[config.mk]
export PLATFORM = sky130hd
export DESIGN_NAME = load_based_frequency_step_governor
export DESIGN_NICKNAME = d
export VERILOG_FILES = /design/src/lbfsg_pkg.sv /design/src/load_based_frequency_step_governor.sv
export SDC_FILE = /design/constraint.sdc
export NUM_CORES = 2
export LEC_CHECK = 0
export ABC_AREA = 1
export BUFFER_PORTS_ARGS = -buffer_cell sky130_fd_sc_hd__buf_2
export CAP_MARGIN = 20
export CELL_PAD_IN_SITES_DETAIL_PLACEMENT = 1
export CELL_PAD_IN_SITES_GLOBAL_PLACEMENT = 2
export CORE_ASPECT_RATIO = 1.1
export CORE_MARGIN = 2
export CORE_UTILIZATION = 40
export DETAILED_ROUTE_END_ITERATION = 7
export GPL_TIMING_DRIVEN = 0
export PLACE_DENSITY_LB_ADDON = 0.1
export SYNTH_ARGS = -nofsm -noshare
export SYNTH_HDL_FRONTEND = slang
export SYNTH_SLANG_ARGS = --single-unit
[constraint.sdc]
create_clock -name aclk -period 7.75 [get_ports aclk]
set_input_delay 0.3875 -clock aclk [delete_from_list [all_inputs] [get_ports aclk]]
set_output_delay 0.3875 -clock aclk [all_outputs]
set_load 0.005 [all_outputs]
[src/lbfsg_pkg.sv]
// Shared types, constants and the frequency table of the load-based step governor.
package lbfsg_pkg;

    // Number of CPUs whose counters are tracked
    localparam int NUM_CPUS = 4;
    localparam int CPU_AW   = (NUM_CPUS > 1) ? $clog2(NUM_CPUS) : 1;

    // Frequency table geometry
    localparam logic [3:0] TOP_POS  = 4'd10;
    localparam int         FREQ_W   = 21;

    // Load is a percentage
    localparam int LOAD_PCT = 100;

    // Divider geometry: quotient is at most 100, so 7 bits
    localparam int DELTA_W = 32;
    localparam int QUOT_W  = 7;
    localparam int REM_W   = DELTA_W + QUOT_W;

    // Configuration port geometry and register indexes
    localparam int CFG_IDX_W = 8;
    localparam int CFG_DAT_W = 8;
    localparam logic [CFG_IDX_W-1:0] CFG_UP_BASE   = 8'd0;
    localparam logic [CFG_IDX_W-1:0] CFG_DOWN_BASE = 8'd1;
    localparam logic [CFG_IDX_W-1:0] CFG_OPTIMAL   = 8'd2;
    localparam logic [CFG_IDX_W-1:0] CFG_BOOST     = 8'd3;

    // Register reset values
    localparam logic [6:0] UP_BASE_RST   = 7'd55;
    localparam logic [6:0] DOWN_BASE_RST = 7'd20;
    localparam logic [3:0] OPTIMAL_RST   = 4'd3;
    localparam logic [3:0] BOOST_RST     = 4'd7;

    // One input beat
    typedef struct packed {
        logic [1:0]        cpu_index;
        logic [63:0]       wall_time_us;
        logic [63:0]       idle_time_us;
        logic              first_of_round;
        logic              last_of_round;
        logic              boost_request;
        logic [FREQ_W-1:0] current_freq_khz;
    } in_t;

    // One result beat
    typedef struct packed {
        logic [FREQ_W-1:0] target_freq_khz;
        logic [3:0]        table_position;
        logic              change_request;
        logic              boost_applied;
    } out_t;

    // Frequency in kHz at a table position
    function automatic logic [FREQ_W-1:0] freq_of(input logic [3:0] pos);
        logic [FREQ_W-1:0] f;
        case (pos)
            4'd0:    f = 21'd384000;
            4'd1:    f = 21'd594000;
            4'd2:    f = 21'd702000;
            4'd3:    f = 21'd810000;
            4'd4:    f = 21'd918000;
            4'd5:    f = 21'd1026000;
            4'd6:    f = 21'd1134000;
            4'd7:    f = 21'd1242000;
            4'd8:    f = 21'd1350000;
            4'd9:    f = 21'd1458000;
            default: f = 21'd1512000;
        endcase
        return f;
    endfunction

endpackage

[src/load_based_frequency_step_governor.sv]
// A beat is captured, then prepared; a usable sample is multiplied, run through the
// 7-step shared restoring divider and folded into the peak, and a last-of-round beat then
// steps the position up and down and emits it. A boost result goes from prepare to emit.
// No new beat is taken until the last is done; a decision also waits out any result stall.
// Reset (aresetn low, synchronous) clears the stored counters, peak, position and
// round state, and restores the configuration registers to their defaults.
module load_based_frequency_step_governor
    import lbfsg_pkg::*;
(
    input  logic                 aclk,
    input  logic                 aresetn,
    input  logic                 s_valid,
    output logic                 s_ready,
    input  in_t                  s_data,
    output logic                 m_valid,
    input  logic                 m_ready,
    output out_t                 m_data,
    input  logic                 cfg_valid,
    output logic                 cfg_ready,
    input  logic [CFG_IDX_W-1:0] cfg_index,
    input  logic [CFG_DAT_W-1:0] cfg_data
);

    // Sequencer codes
    localparam logic [2:0] ST_IDLE = 3'd0;
    localparam logic [2:0] ST_PREP = 3'd1;
    localparam logic [2:0] ST_MUL  = 3'd2;
    localparam logic [2:0] ST_DIV  = 3'd3;
    localparam logic [2:0] ST_PEAK = 3'd4;
    localparam logic [2:0] ST_UP   = 3'd5;
    localparam logic [2:0] ST_DOWN = 3'd6;
    localparam logic [2:0] ST_EMIT = 3'd7;

    logic [2:0]          state_reg, state_next;
    in_t                 item_reg, item_next;

    logic [6:0]          up_base_reg, up_base_next;
    logic [6:0]          down_base_reg, down_base_next;
    logic [3:0]          optimal_reg, optimal_next;
    logic [3:0]          boost_pos_reg, boost_pos_next;

    logic [DELTA_W-1:0]  prev_wall_reg [NUM_CPUS];
    logic [DELTA_W-1:0]  prev_wall_next [NUM_CPUS];
    logic [DELTA_W-1:0]  prev_idle_reg [NUM_CPUS];
    logic [DELTA_W-1:0]  prev_idle_next [NUM_CPUS];

    logic [QUOT_W-1:0]   peak_reg, peak_next;
    logic [3:0]          position_reg, position_next;
    logic                round_skipped_reg, round_skipped_next;
    logic [FREQ_W-1:0]   latched_reg, latched_next;
    logic                boost_flag_reg, boost_flag_next;

    logic [DELTA_W-1:0]  diff_reg, diff_next;
    logic [DELTA_W-1:0]  dw_reg, dw_next;
    logic [REM_W-1:0]    rem_reg, rem_next;
    logic [REM_W-1:0]    div_reg, div_next;
    logic [QUOT_W-1:0]   quot_reg, quot_next;
    logic [2:0]          cnt_reg, cnt_next;
    logic signed [5:0]   pos_work_reg, pos_work_next;

    logic                m_valid_reg, m_valid_next;
    out_t                m_data_reg, m_data_next;

    // Combinational helpers
    logic [CPU_AW-1:0]   cpu_sel;
    logic                cpu_ok;
    logic [DELTA_W-1:0]  dw, di;
    logic                usable;
    logic [3:0]          boost_idx;
    logic                boost_fire;
    logic                skip_eff;
    logic                div_ge;
    logic signed [9:0]   peak_s, up_thr, down_thr;
    logic signed [5:0]   opt_s, pos_a, pos_b;
    logic [FREQ_W-1:0]   emit_freq;

    assign s_ready   = (state_reg == ST_IDLE);
    assign cfg_ready = 1'b1;
    assign m_valid   = m_valid_reg;
    assign m_data    = m_data_reg;

    // Sample decode and delta forming
    always_comb begin
        cpu_sel    = CPU_AW'(item_reg.cpu_index);
        cpu_ok     = (32'(item_reg.cpu_index) < NUM_CPUS);
        dw         = item_reg.wall_time_us[DELTA_W-1:0] - prev_wall_reg[cpu_sel];
        di         = item_reg.idle_time_us[DELTA_W-1:0] - prev_idle_reg[cpu_sel];
        usable     = (dw != '0) && (dw >= di);
        boost_idx  = (boost_pos_reg > TOP_POS) ? TOP_POS : boost_pos_reg;
        boost_fire = item_reg.first_of_round && item_reg.boost_request &&
                     (item_reg.current_freq_khz < freq_of(boost_idx));
        skip_eff   = item_reg.first_of_round ? 1'b0 : round_skipped_reg;
        div_ge     = (rem_reg >= div_reg);
    end

    // Position decision arithmetic
    always_comb begin
        peak_s   = $signed({3'b000, peak_reg});
        opt_s    = $signed({2'b00, optimal_reg});
        pos_a    = $signed({2'b00, position_reg});
        up_thr   = $signed({3'b000, up_base_reg}) + $signed({{4{pos_a[5]}}, pos_a});
        down_thr = $signed({3'b000, down_base_reg})
                 + $signed({{4{pos_work_reg[5]}}, pos_work_reg});
        emit_freq = freq_of(position_reg);
    end

    // Sequencer and datapath next state
    always_comb begin
        state_next         = state_reg;
        item_next          = item_reg;
        up_base_next       = up_base_reg;
        down_base_next     = down_base_reg;
        optimal_next       = optimal_reg;
        boost_pos_next     = boost_pos_reg;
        prev_wall_next     = prev_wall_reg;
        prev_idle_next     = prev_idle_reg;
        peak_next          = peak_reg;
        position_next      = position_reg;
        round_skipped_next = round_skipped_reg;
        latched_next       = latched_reg;
        boost_flag_next    = boost_flag_reg;
        diff_next          = diff_reg;
        dw_next            = dw_reg;
        rem_next           = rem_reg;
        div_next           = div_reg;
        quot_next          = quot_reg;
        cnt_next           = cnt_reg;
        pos_work_next      = pos_work_reg;
        pos_b              = pos_work_reg;
        m_valid_next       = m_valid_reg;
        m_data_next        = m_data_reg;

        // Drop the result once taken
        if (m_valid_reg && m_ready) begin
            m_valid_next = 1'b0;
        end

        // Configuration writes
        if (cfg_valid) begin
            case (cfg_index)
                CFG_UP_BASE:   up_base_next   = cfg_data[6:0];
                CFG_DOWN_BASE: down_base_next = cfg_data[6:0];
                CFG_OPTIMAL:   optimal_next   = cfg_data[3:0];
                CFG_BOOST:     boost_pos_next = cfg_data[3:0];
                default:       ;
            endcase
        end

        case (state_reg)
            ST_IDLE: begin
                // Capture the beat
                if (s_valid) begin
                    item_next  = s_data;
                    state_next = ST_PREP;
                end
            end
            ST_PREP: begin
                // Round marks, boost check and counter update
                if (item_reg.first_of_round) begin
                    peak_next          = '0;
                    round_skipped_next = 1'b0;
                    latched_next       = item_reg.current_freq_khz;
                end
                if (boost_fire) begin
                    position_next      = boost_idx;
                    boost_flag_next    = 1'b1;
                    round_skipped_next = !item_reg.last_of_round;
                    state_next         = ST_EMIT;
                end else if (skip_eff) begin
                    if (item_reg.last_of_round) begin
                        round_skipped_next = 1'b0;
                    end
                    state_next = ST_IDLE;
                end else begin
                    if (cpu_ok) begin
                        prev_wall_next[cpu_sel] = item_reg.wall_time_us[DELTA_W-1:0];
                        prev_idle_next[cpu_sel] = item_reg.idle_time_us[DELTA_W-1:0];
                    end
                    diff_next = dw - di;
                    dw_next   = dw;
                    if (cpu_ok && usable) begin
                        state_next = ST_MUL;
                    end else if (item_reg.last_of_round) begin
                        state_next = ST_UP;
                    end else begin
                        state_next = ST_IDLE;
                    end
                end
            end
            ST_MUL: begin
                // Scale the busy delta to percent and align the divisor
                rem_next   = REM_W'(diff_reg) * REM_W'(LOAD_PCT);
                div_next   = {1'b0, dw_reg, 6'b000000};
                quot_next  = '0;
                cnt_next   = 3'(QUOT_W - 1);
                state_next = ST_DIV;
            end
            ST_DIV: begin
                // One quotient bit per cycle
                if (div_ge) begin
                    rem_next = rem_reg - div_reg;
                end
                quot_next = {quot_reg[QUOT_W-2:0], div_ge};
                div_next  = div_reg >> 1;
                cnt_next  = cnt_reg - 3'd1;
                if (cnt_reg == 3'd0) begin
                    state_next = ST_PEAK;
                end
            end
            ST_PEAK: begin
                // Track the round's peak load
                if (quot_reg > peak_reg) begin
                    peak_next = quot_reg;
                end
                state_next = item_reg.last_of_round ? ST_UP : ST_IDLE;
            end
            ST_UP: begin
                // Step up, jumping to optimal when below it
                pos_work_next = pos_a;
                if (peak_s > up_thr) begin
                    pos_work_next = pos_a + 6'sd1;
                    if ((pos_a + 6'sd1) < opt_s) begin
                        pos_work_next = opt_s;
                    end
                end
                state_next = ST_DOWN;
            end
            ST_DOWN: begin
                // Step down, falling to optimal when above it, then clamp
                if (peak_s < down_thr) begin
                    pos_b = pos_work_reg - 6'sd1;
                    if (pos_b > opt_s) begin
                        pos_b = opt_s;
                    end
                end
                if (pos_b > $signed({2'b00, TOP_POS})) begin
                    pos_b = $signed({2'b00, TOP_POS});
                end
                if (pos_b < 6'sd0) begin
                    pos_b = 6'sd0;
                end
                position_next   = pos_b[3:0];
                peak_next       = '0;
                boost_flag_next = 1'b0;
                state_next      = ST_EMIT;
            end
            ST_EMIT: begin
                // Load the output register when it is free
                if (!m_valid_reg || m_ready) begin
                    m_valid_next                = 1'b1;
                    m_data_next.target_freq_khz = emit_freq;
                    m_data_next.table_position  = position_reg;
                    m_data_next.change_request  = (emit_freq != latched_reg);
                    m_data_next.boost_applied   = boost_flag_reg;
                    state_next                  = ST_IDLE;
                end
            end
            default: begin
                state_next = ST_IDLE;
            end
        endcase
    end

    // Registers
    always_ff @(posedge aclk) begin
        if (!aresetn) begin
            state_reg         <= ST_IDLE;
            up_base_reg       <= UP_BASE_RST;
            down_base_reg     <= DOWN_BASE_RST;
            optimal_reg       <= OPTIMAL_RST;
            boost_pos_reg     <= BOOST_RST;
            for (int i = 0; i < NUM_CPUS; i++) begin
                prev_wall_reg[i] <= '0;
                prev_idle_reg[i] <= '0;
            end
            peak_reg          <= '0;
            position_reg      <= '0;
            round_skipped_reg <= 1'b0;
            latched_reg       <= '0;
            boost_flag_reg    <= 1'b0;
            m_valid_reg       <= 1'b0;
        end else begin
            state_reg         <= state_next;
            up_base_reg       <= up_base_next;
            down_base_reg     <= down_base_next;
            optimal_reg       <= optimal_next;
            boost_pos_reg     <= boost_pos_next;
            prev_wall_reg     <= prev_wall_next;
            prev_idle_reg     <= prev_idle_next;
            peak_reg          <= peak_next;
            position_reg      <= position_next;
            round_skipped_reg <= round_skipped_next;
            latched_reg       <= latched_next;
            boost_flag_reg    <= boost_flag_next;
            m_valid_reg       <= m_valid_next;
        end
        item_reg     <= item_next;
        diff_reg     <= diff_next;
        dw_reg       <= dw_next;
        rem_reg      <= rem_next;
        div_reg      <= div_next;
        quot_reg     <= quot_next;
        cnt_reg      <= cnt_next;
        pos_work_reg <= pos_work_next;
        m_data_reg   <= m_data_next;
    end

endmodule

Word-level counts from Yosys, hierarchy flattened

Memories as Yosys holds them, arrays and structs flattened. A register that Yosys moved wholly into a read port is not among the register bits.
Cells that the tools add are included.

Logic and storage cells: 161
Input bits: 175
ROM bits: 544
Memory bits (writable): 0
Output and inout port bits: 30
Memories kept: 2
Register bits after elaboration: 590
Bits in latches: 0

Memory list:

| memory           | depth | bits a word | rd ports | clocked after memory_dff | wr ports | line            | RTL |
|---|---|---|---|---|---|---|---|
| (name not given) | 16    | 17          | 1        | 1                        | 0        | lbfsg_pkg.sv:56 | `case (pos)` |
| (name not given) | 16    | 17          | 1        | 0                        | 0        | lbfsg_pkg.sv:56 |  |

Reduce and logical (&&, ||, !) cells: 28
Multiply operators: 1
Order comparisons: 13
Mux-type cells: 48
Equality and inequality tests: 18
Div/mod/pow operators: 0
Shift-type cells: 0
$add $sub $neg: 9
Bitwise operators: 4

Operator list:

| operator                                            | count |
|---|---|
| bitwise mux 128 bit                                 | 2 |
| 2-to-1 mux 32 bit                                   | 5 |
| one-hot mux 39 bit (2 select lines)                 | 2 |
| binary-select mux 32 bit (select 2 bit)             | 2 |
| subtractor 32 bit                                   | 3 |
| demux 32 bit (select 2 bit)                         | 1 |
| >= comparator 39 bit                                | 1 |
| 2-to-1 mux 39 bit                                   | 1 |
| subtractor 39 bit                                   | 1 |
| multiplier 32 x 5 -> 37 bit, second input constant  | 1 |
| >= comparator 32 bit                                | 1 |
| nonzero test 32 bit                                 | 1 |
| 2-to-1 mux 6 bit                                    | 5 |
| 2-to-1 mux 4 bit                                    | 7 |
| one-hot mux 3 bit (8 select lines)                  | 1 |
| < comparator 21 bit                                 | 1 |
| 2-to-1 mux 3 bit                                    | 7 |
| != test 21 bit                                      | 1 |
| one-hot mux 7 bit (3 select lines)                  | 1 |
| AND reduction 2 bit                                 | 9 |
| equality test 8 x 2 -> 1 bit, second input constant | 2 |
| 2-to-1 mux 7 bit                                    | 2 |
| != test 2 bit, second input constant                | 7 |
| one-hot mux 7 bit (2 select lines)                  | 1 |
| 34 further kinds                                    | 56 |

Longest topological paths before layout

Depth after elaboration: 13
Depth in mapped cells: 34
Gate-level depth less buffers: 31

Worst setup path before layout

No wires, ideal clock.

Path type: register to register
Start point: register state_reg[1]
End point: register item_reg, in the netlist cpu_sel[0] (enable)
Clock period less this slack: 5.035 ns
Path buffers: 0
Data required time: 7.211 ns
Cell stages (with the launch flop): 4
Slack: 2.715 ns
Setup time: 0.539 ns
Data arrival time: 4.496 ns
Cell sequence: dfxtp_1 nor3_1 inv_1 nor2_1

Cells in the longest elaborated chain, start to end: 2

RTL lines:

| what                                 | line                                      | RTL |
|---|---|---|
| start: declaration                   | load_based_frequency_step_governor.sv:34  | `logic [2:0] state_reg, state_next;` |
| start signal: assignment             | load_based_frequency_step_governor.sv:283 | `state_reg <= state_next;` |
| logical NOT 3 bit                    | --                                        |  |
| via s_ready                          | load_based_frequency_step_governor.sv:13  | `output logic s_ready,` |
| AND reduction 2 bit (no source line) | --                                        |  |
| end signal: assignment               | load_based_frequency_step_governor.sv:297 | `item_reg <= item_next;` |
| end: declaration                     | load_based_frequency_step_governor.sv:35  | `in_t item_reg, item_next;` |

The timed path passes the listed nets, and every way through them passes these cells.
A chain may end at the register's enable or synchronous reset.

Worst setup path after layout

Start point: register item_reg, in the netlist cpu_sel[1]
End point: register state_reg[2]

Cells in the longest elaborated chain, start to end: 11
Elaborated cells on any way between the ends: 16
Classes of those cells: add/sub: 2; order compare: 1; mux: 10; bitwise: 1; reduce/logical: 2

RTL lines:

| what                                                        | line                                                                               | RTL |
|---|---|---|
| inverter 2 -> 3 bit (implied by the code) *                 | load_based_frequency_step_governor.sv:86, load_based_frequency_step_governor.sv:87 |  |
| binary-select mux 32 bit (select 2 bit) (on tied branches)  | load_based_frequency_step_governor.sv:86, load_based_frequency_step_governor.sv:87 |  |
| 2-to-1 mux 32 bit (on tied branches) (2 in series)          | load_based_frequency_step_governor.sv:86, load_based_frequency_step_governor.sv:87 |  |
| subtractor 32 bit (on tied branches)                        | load_based_frequency_step_governor.sv:86, load_based_frequency_step_governor.sv:87 |  |
| >= comparator 32 bit or nonzero test 32 bit (tied branches) | load_based_frequency_step_governor.sv:88                                           | `usable = (dw != '0) && (dw >= di);` |
| logical AND 1 bit *                                         | load_based_frequency_step_governor.sv:88                                           |  |
| 2-to-1 mux 3 bit *                                          | load_based_frequency_step_governor.sv:181                                          | `if (cpu_ok && usable) begin` |
| 2-to-1 mux 3 bit *                                          | load_based_frequency_step_governor.sv:169                                          | `end else if (skip_eff) begin` |
| 2-to-1 mux 3 bit *                                          | load_based_frequency_step_governor.sv:164                                          | `if (boost_fire) begin` |
| one-hot mux 3 bit (8 select lines) *                        | load_based_frequency_step_governor.sv:149                                          | `case (state_reg)` |

Every way passes the cells marked *; elsewhere a longest branch is shown, timed or not. The select of a mux whose other input is x is not followed.

==> flow_summary.ini <==
[run_status]
status = finished, final reports clean

[logic_synthesis]
synthArstFlopShare_pct = 0
synthSimpleGateAreaFrac_pct = 17.0
syn_area_per_cell_um2 = 8.01
synth_top_family_by_area = compound AO/OA/AOI/OAI gates
ys_seq_area_share_pct = 41.1
synth_xor_area_share_pct = 2.83
synth_adder_area_share_pct = 12.3
netlist_instances = 4479
synth_cell_types = 63
yosysWarnings = 0
synth_compound_area_share_pct = 17.5
synth_area_leaders = edfxtp_1 (23%), dfxtp_1 (19%), ha_1 (10%)
yosysTopAreaCellShare_pct = 22.5
ys_ff_latch = 602
ys.flop_type = dfxtp_1
synth_most_common_cell = nand2_1
synth_edf_count = 269
synth_commonest_cells = nand2_1 (820), inv_1 (693), a21oi_1 (510), dfxtp_1 (333), o21ai_0 (332)
synth_area_mm2 = 0.0359
muxShareOfSynthArea_pct = 0.0314
synth_top_area_cell = edfxtp_1

[sta]
grt_setup_unrepaired = false
fin_crit_ns = 7.35
worstMarginPinSlew_ns = 1.02
drv_slew = 0
tns_ns = 0
hold_viol_final = 0
clock_skew_ns = 0.0353
setup_viol = 0
slew_headroom_pct = 31.8
min_period_over_period_pct = 94.8
fmax_ghz = 0.136

[setup_path]
reg2reg_to = state_reg[2]$_SDFFE_PN0P_
crit_cells = 25
cpLargestDelayFamily = compound AO/OA/AOI/OAI gates
path_max_fanout = 10
cp.required_ns = 8.21
cp.arrival_ns = 7.81
start_kind = register
critPathMostFrequentCell = nand2_1
startpoint = cpu_sel[1]$_DFFE_PP_
worstSetupEndpoint = state_reg[2]$_SDFFE_PN0P_
crit_slowest_cell = clkbuf_1
crit_type = reg -> reg
rr_worst_depth = 25
r2r_setup_slack_ns = 0.40
cp-end-kind = register
r2r-start = cpu_sel[1]$_DFFE_PP_
critPathMaxStageDelay_ns = 0.62
cp_num_buf_inv = 3

[routing]
drt_iter0_drc = 1616
routed_via_density = 5.30
met3WireLength_um = 4710
avgRoutedWirePerCell_um = 20.9
drt-total-wl_um = 126000
route.top_layer_used = met4
drt-pass1-iter-count = 5
wl_met2_um = 61600
drc = 0
antenna_left = 0
vias = 31800
route.layer.met1.wl_um = 53800

[grt]
grt_max_degree = 74
grt_usage_pct = 27.2
grt_pass1_vias = 32800
grt_pass1_wl_um = 192000
grt-ovfl-total = 0
antenna_found_initial = 3

[power_and_ir_drop]
ir_drop_uv = 267
switchingPower_mw = 11.1
switching_share_pct = 49.2
leakage_nw = 17.9
internal-power_mw = 11.5
power_density_mw_per_mm2 = 546
pwr-share-clk_pct = 14.7
p_seq_share_pct = 23.2
p_comb_share_pct = 62.1

[clock_network]
cts_tree = yes
numCtsBuffers = 70
h-tree-depth = 3
clkSlewWorstSetupHoldPaths_ns = 0.06
post_cts_buffers = 0
root_buffer = clkbuf_16
clock_path_buffers = 3
cts.sinks = 602
insertion_delay_ns = 0.64

[finish]
multi_input_area_mm2 = 0.0178
final_nets = 5292
fillCellCount = 10900
drive_gt1_share_pct = 7.42
utilization_pct = 46.4
seq_area_mm2 = 0.0147
area_delta_synth_final_pct = 15.2

[floorplan]
row_count = 115
die_area_mm2 = 0.0921
design.core.area_mm2 = 0.0892
dieWidth_um = 290
ioPinCount = 205
initial_core_util_pct = 40.2
die_h_um = 318

[worst_hold_path]
worstHoldPathCells = 3
min_path_type = in -> reg

[placement]
gp_congestion = 0.947
hpwlAfterDp_um = 99400
numPortBuffers = 133

[run]
cap_violations = 0
[through the flow]
step           hold slack [ns]  cells  total power [mW]  area, µm²  setup slack (ns)
2_1_floorplan            0.409   4482              15.0      35900              2.71
3_3_place_gp             0.439   5785              19.0      38000             0.426
3_5_place_dp             0.448   5791              19.3      38200             0.372
4_1_cts                 0.0220   6009              22.7      41300             0.326
5_1_grt                 0.0802   6010              24.8      41400             0.103
6_report                0.0533   6011              22.6      41400             0.404
[placed cells by master, fill, tap and decap left out, types with 16 or more instances in the layout]
cell type and instances:
inv_1 693, clkbuf_1 105, o21a_1 20, nor2_1 265
o21ai_1 16, fa_1 33, nor3_1 39, xor2_1 68
dlygate4sd3_1 91, clkbuf_16 73, buf_2 167, ha_1 299
a221oi_1 63, dfxtp_1 333, a21o_1 17, nand2_1 818
o21ai_0 332, nand3_1 230, o211ai_1 20, xnor2_1 48
nand4_1 29, a31oi_1 16, edfxtp_1 269, a21oi_1 510
o22ai_1 63
[cell type report]
class                           instances  share of cell area (%)
Multi-Input combinational cell       3022                    43.1
Clock buffer                           95                    4.80
Clock inverter                         32                   0.675
Antenna cell                            1                 0.00605
Sequential cell                       602                    35.7
Inverter                              700                    6.36
Buffer                                158                    1.75
Timing Repair Buffer                  231                    4.13
Tap cell                             1170                    3.54
[worst min-delay path, cell delays in order]
cell	delay (ns)
buf_2	0.09
o21ai_0	0.08
nor2_1	0.08
[cells by family after synthesis]
kind of cell / count (synthesis)
XOR/XNOR: 116
other: 2
adder cells (fa/ha/maj): 332
AND/OR/NAND/NOR: 1449
flip-flops: 602
AO/OA/AOI/OAI: 1119
multiplexers: 1
buffers and inverters: 858
[worst min-delay path by stage]
stage	start	endpoint	slack (ns)
after global routing	cfg_data[6]	down_base_reg[6]$_SDFFE_PN0P_	0.08
final	cfg_data[6]	down_base_reg[6]$_SDFFE_PN0P_	0.05
after global placement	prev_idle_reg[26]$_SDFFE_PN0P_	prev_idle_reg[26]$_SDFFE_PN0P_	0.44
after CTS	cfg_data[6]	down_base_reg[6]$_SDFFE_PN0P_	0.02
after floorplan	boost_flag_reg$_SDFFE_PN0P_	m_data[0]$_DFFE_PP_	0.41
after detailed placement	prev_idle_reg[23]$_SDFFE_PN0P_	prev_idle_reg[23]$_SDFFE_PN0P_	0.45
[power by group through the flow]
stage / sequential [mW] / clock, mW / combinational, mW
floorplan: 5.09 / 0 / 9.93
global placement: 5.34 / 0 / 13.7
detailed placement: 5.31 / 0 / 14.0
CTS: 5.25 / 3.38 / 14.1
global route: 5.33 / 3.51 / 15.9
finish: 5.25 / 3.32 / 14.0
[repair_timing]
item,CTS,global route
setup endpoints to repair,0,2
hold buffers,91,0
hold endpoints to repair,91,0
gates resized for setup,0,2
[per-layer routing]
metal	track usage (%)	up-vias
met5	0	-
met4	11.6	0
met3	2.86	211
met2	47.4	658
met1	33.9	15300
li1	-	15700
Power figures use the tool's default switching activity.
